--- config.mk ---
export PLATFORM = sky130hd
export DESIGN_NAME = aair_div
export DESIGN_NICKNAME = d
export VERILOG_FILES = /design/src/aair_pkg.sv /design/src/aair_div.sv
export SDC_FILE = /design/constraint.sdc
export NUM_CORES = 1
export LEC_CHECK = 0
export BUFFER_PORTS_ARGS = -buffer_cell sky130_fd_sc_hd__buf_2
export CORE_UTILIZATION = 40
export CTS_CLUSTER_SIZE = 12
export DETAILED_ROUTE_END_ITERATION = 8
export SYNTH_ARGS = -nofsm -noshare
export SYNTH_HDL_FRONTEND = slang
export SYNTH_SLANG_ARGS = --single-unit
--- constraint.sdc ---
create_clock -name clk -period 2.4 [get_ports clk]
set_clock_uncertainty 0.2 [all_clocks]
set_input_delay 0.12 -clock clk [delete_from_list [all_inputs] [get_ports clk]]
set_output_delay 0.12 -clock clk [all_outputs]
set_load 0.01 [all_outputs]
--- src/aair_pkg.sv ---
// Package for the area average resize block: sequencer states and shared types.
// Used by the divider and the top level; depends on nothing.
package aair_pkg;

  typedef enum logic [3:0] {
    ST_IDLE,
    ST_DIV_X1,
    ST_DIV_X2,
    ST_DIV_Y1,
    ST_DIV_Y2,
    ST_SETUP,
    ST_READ,
    ST_DIV_CH,
    ST_OUT
  } aair_state_t;

  // Request for the shared divider.
  typedef struct packed {
    logic        start;
    logic [31:0] num;
    logic [17:0] den;
  } aair_div_req_t;

  // Status from the shared divider.
  typedef struct packed {
    logic        done;
    logic [31:0] quo;
  } aair_div_rsp_t;

  localparam logic ACT_LOAD    = 1'b0;
  localparam logic ACT_REQUEST = 1'b1;

  localparam logic [2:0] REG_SRC_WIDTH  = 3'd0;
  localparam logic [2:0] REG_SRC_HEIGHT = 3'd1;
  localparam logic [2:0] REG_DST_WIDTH  = 3'd2;
  localparam logic [2:0] REG_DST_HEIGHT = 3'd3;
  localparam logic [2:0] REG_BPP        = 3'd4;

endpackage

--- src/aair_div.sv ---
// Restoring divider, one quotient bit per cycle, shared by all divisions.
// Depends on aair_pkg.
module aair_div
  import aair_pkg::*;
(
  input  logic          clk,
  input  logic          rst_n,
  input  aair_div_req_t req,
  output aair_div_rsp_t rsp
);

  logic [31:0] quo_r, quo_nxt;
  logic [17:0] rem_r, rem_nxt;
  logic [17:0] den_r, den_nxt;
  logic [5:0]  cnt_r, cnt_nxt;
  logic        busy_r, busy_nxt;
  logic [18:0] trial;

  // One shift and subtract per cycle.
  always_comb begin
    quo_nxt  = quo_r;
    rem_nxt  = rem_r;
    den_nxt  = den_r;
    cnt_nxt  = cnt_r;
    busy_nxt = busy_r;
    trial    = {rem_r, quo_r[31]} - {1'b0, den_r};
    if (req.start) begin
      quo_nxt  = req.num;
      rem_nxt  = '0;
      den_nxt  = req.den;
      cnt_nxt  = 6'd0;
      busy_nxt = 1'b1;
    end else if (busy_r) begin
      if (!trial[18]) begin
        rem_nxt = trial[17:0];
        quo_nxt = {quo_r[30:0], 1'b1};
      end else begin
        rem_nxt = {rem_r[16:0], quo_r[31]};
        quo_nxt = {quo_r[30:0], 1'b0};
      end
      cnt_nxt = cnt_r + 6'd1;
      if (cnt_r == 6'd31) busy_nxt = 1'b0;
    end
  end

  always_ff @(posedge clk) begin
    if (!rst_n) begin
      busy_r <= 1'b0;
      cnt_r  <= '0;
    end else begin
      busy_r <= busy_nxt;
      cnt_r  <= cnt_nxt;
    end
    quo_r <= quo_nxt;
    rem_r <= rem_nxt;
    den_r <= den_nxt;
  end

  assign rsp.done = busy_r && (cnt_r == 6'd31);
  assign rsp.quo  = trial[18] ? {quo_r[30:0], 1'b0} : {quo_r[30:0], 1'b1};

endmodule

==> flow_metrics.py <==
metrics = {
    "sta": {
        "whs_ns": 0.264,
        "final_max_slew_viol_count": 0,
        "finalSetupViolCount": 20,
        "fin_ws_ns": -0.233,
        "final-hold-violation-count": 0,
        "tightestPinTransition_ns": 0.741,
        "period_needed_ns": 2.63,
        "post-route-period-util_pct": 110,
        "timing.fmax_ghz": 0.380,
        "rsz0062_at_grt": "true",
        "timing.slew.headroom_pct": 50.6,
    },
    "yosys": {
        "ys.flop_type": "edfxtp_1",
        "synth_async_sr_flop_share_pct": 0,
        "synth_area_leader_cell": "edfxtp_1",
        "seq_area_frac_synth_pct": 46.0,
        "synth_common_cells": "edfxtp_1, buf_4, mux2_2, nor2_1, dfxtp_1",
        "synthTopCellsByArea": "edfxtp_1, dfxtp_1, mux2_2, buf_4, ha_1",
        "synth_edf_count": 50,
        "netlist_instances": 411,
        "synth-seq-cells": 75,
        "yosysUniqueCellTypes": 49,
        "ys_warn_count": 0,
        "synth.most_common_cell": "edfxtp_1",
        "syn_area_um2": 4350,
        "synth_top_area_share_pct": 34.5,
        "syn_avg_cell_area_um2": 10.6,
        "synthesis.nets": 484,
    },
    "critical_path": {
        "crit_type": "register to register",
        "rr_worst_depth": 11,
        "timing.rr.start": "den_r[0]",
        "crit_fanout": 7,
        "arrival_ns": 2.70,
        "rrSetupSlack_ns": -0.23,
        "endpoint_kind": "register",
        "critPathRequiredTime_ns": 2.47,
        "worst_r2r_endpoint": "rem_r[2]",
        "cp-start-kind": "register",
    },
    "clock_tree": {
        "htree_levels": 3,
        "cts_tree": "yes",
        "cts-root-buf": "clkbuf_8",
        "cts_made_buffers": 9,
        "clock_path_buffers": 2,
        "clkLatencyLatePin_ns": 0.36,
        "clk_pin_slew_ns": 0.09,
        "clock-sinks": 75,
    },
    "status": {
        "violations": "setup timing",
        "outcome": "finished with violations",
    },
    "routing": {
        "drtIter0Drc": 136,
        "ant_nets": 0,
        "dr_total_vias": 3457,
        "finalWirelength_mm": 9.59,
        "drcViolationCount": 0,
        "dr.pass1.iters": 4,
        "wl_per_cell_um": 13.8,
        "viasPerCell": 4.97,
    },
    "layout": {
        "fin_nets": 628,
        "stdcell_area_um2": 5840,
        "diodes": 0,
        "layout.cells.non_filler": 696,
        "drive_gt1_share_pct": 37.9,
        "area_growth_pct": 34.2,
    },
    "placement": {
        "place_inst": 623,
        "place_congestion": 0.830,
        "pre_cts_ws_ns": -0.183,
        "place_area_um2": 4970,
        "hpwlAfterDp_mm": 6.77,
        "place.port_buffers": 85,
    },
    "grt": {
        "overflow": 0,
        "grt_pass1_vias": 3359,
        "grt_pass1_wl_mm": 15.8,
        "grt_max_degree": 45,
        "antenna_found_initial": 0,
        "grt_usage_pct": 17.8,
    },
    "floorplanning": {
        "dieArea_um2": 11300,
        "die_x_um": 106,
        "core_area_um2": 10400,
        "fp.dieH_um": 106,
        "ios": 86,
        "num_rows": 37,
        "start_util_pct": 41.8,
    },
    "min_path": {
        "min_to": "den_r[8]",
        "whs_path_depth": 2,
        "worstHoldStart": "req[8]",
        "min_path_type": "primary input to register",
    },
    "power_and_ir_drop": {
        "power.leakage_nw": 2.44,
        "powerDensity_nw_per_um2": 644,
        "ir_drop_uv": 356,
    },
    "flow_run": {
        "maxCapViolations": 0,
    },
}
-- cell type report --
cell class	instances	area (um^2)
well taps	136	170
repair buffers	189	1380
multi-input cells	259	1980
clock buffers	10	138
flip-flops and latches	75	2000
inverters	21	78.8
clock inverters	6	93.8
fillers	914	4580
-- power breakdown --
part / internal (W) / switching, W
sequential: 0.00151 / 0.0000621
combinational: 0.000537 / 0.000519
clock: 0.000623 / 0.000507
-- kinds of logic (layout without fill, tap and decap cells) --
family	count (synthesis)	in the layout	share of synthesized area, %
AND/OR/NAND/NOR	98	98	11.2
adder cells (fa/ha/maj)	20	20	5.92
buffers and inverters	77	226	10.1
multiplexers	32	32	8.25
XOR/XNOR	18	18	3.62
AO/OA/AOI/OAI	91	91	14.8
flip-flops	75	75	46.0
-- worst max-delay path, cell delays in order, from the launching register on --
cell      delay, ns
edfxtp_1       0.39
ha_2           0.21
fa_2           0.34
nand2b_4       0.16
a21oi_4        0.15
o21ai_4        0.08
a21oi_4        0.17
buf_4          0.14
or3_1          0.14
buf_6          0.14
nand4_1        0.13
a311oi_2       0.28
-- flip-flops by register name, indices dropped and copies added, names as in the netlist --
register  cells
busy_r        1
cnt_r         6
den_r        18
quo_r        32
rem_r        18
-- what timing repair did --
item	4_1_cts	5_1_grt
pin swaps	9	4
cloned	1	0
endpoints found under the setup margin	20	20
hold endpoints to repair	61	0
hold buffers	52	0
setup buffers	4	0
gates resized for setup	15	5
-- cell usage in the layout (no fill, tap or decap), types with 2 or more instances in the layout --
cell | Yosys | final
or3_1 | 3 | 3
edfxtp_1 | 50 | 50
o21bai_1 | 2 | 2
o31ai_1 | 3 | 2
clkbuf_8 | 0 | 10
o211ai_1 | 3 | 3
nor3b_1 | 2 | 2
mux2_2 | 31 | 31
o21ai_0 | 17 | 14
inv_1 | 21 | 21
xor2_1 | 9 | 9
xnor2_1 | 9 | 9
bufinv_16 | 0 | 2
nor2_1 | 27 | 26
inv_6 | 0 | 2
dlygate4sd3_1 | 0 | 52
buf_4 | 34 | 45
a311oi_2 | 5 | 7
buf_2 | 8 | 84
o21a_1 | 6 | 6
nand4_1 | 11 | 11
a21o_1 | 2 | 2
dfxtp_1 | 25 | 25
nand2b_1 | 8 | 7
nand2_1 | 17 | 17
ha_1 | 19 | 18
a21oi_4 | 1 | 2
nor2b_1 | 3 | 3
nand3_1 | 18 | 18
a21oi_2 | 3 | 4
a311oi_1 | 12 | 10
a21oi_1 | 18 | 16
buf_6 | 2 | 7
o21ai_1 | 11 | 14
-- routing by layer --
metal	wire [um]	track usage (%)	vias up
met2	4700	29.4	68
met5	0	0	-
met4	165	6.15	0
met1	4390	22.8	1622
met3	336	4.05	12
li1	-	-	1755
-- how the worst max path moves through the flow --
stage / from / endpoint / slack [ns] / depth (start not counted)
CTS: den_r[0] / rsp[0] / -0.27 / 10
global placement: quo_r[31] / rem_r[2] / -0.11 / 11
floorplan: quo_r[31] / rem_r[0] / -0.04 / 11
detailed placement: den_r[0] / rem_r[16] / -0.18 / 10
global route: den_r[13] / rem_r[5] / -0.38 / 11
finish: den_r[0] / rem_r[2] / -0.23 / 11
-- metrics by stage --
| stage | total power, W | utilization, % | TNS (ns) |
|---|---|---|---|
| 3_3_place_gp | 0.00253 | 47.7 | -1.30 |
| 5_1_grt | 0.00397 | 56.1 | -6.56 |
| 6_report | 0.00376 | 56.1 | -3.24 |
| 3_5_place_dp | 0.00255 | 47.7 | -2.72 |
| 2_1_floorplan | 0.00226 | - | -0.0393 |
| 4_1_cts | 0.00378 | 55.8 | -4.06 |
(Power assumes the default switching activity.)
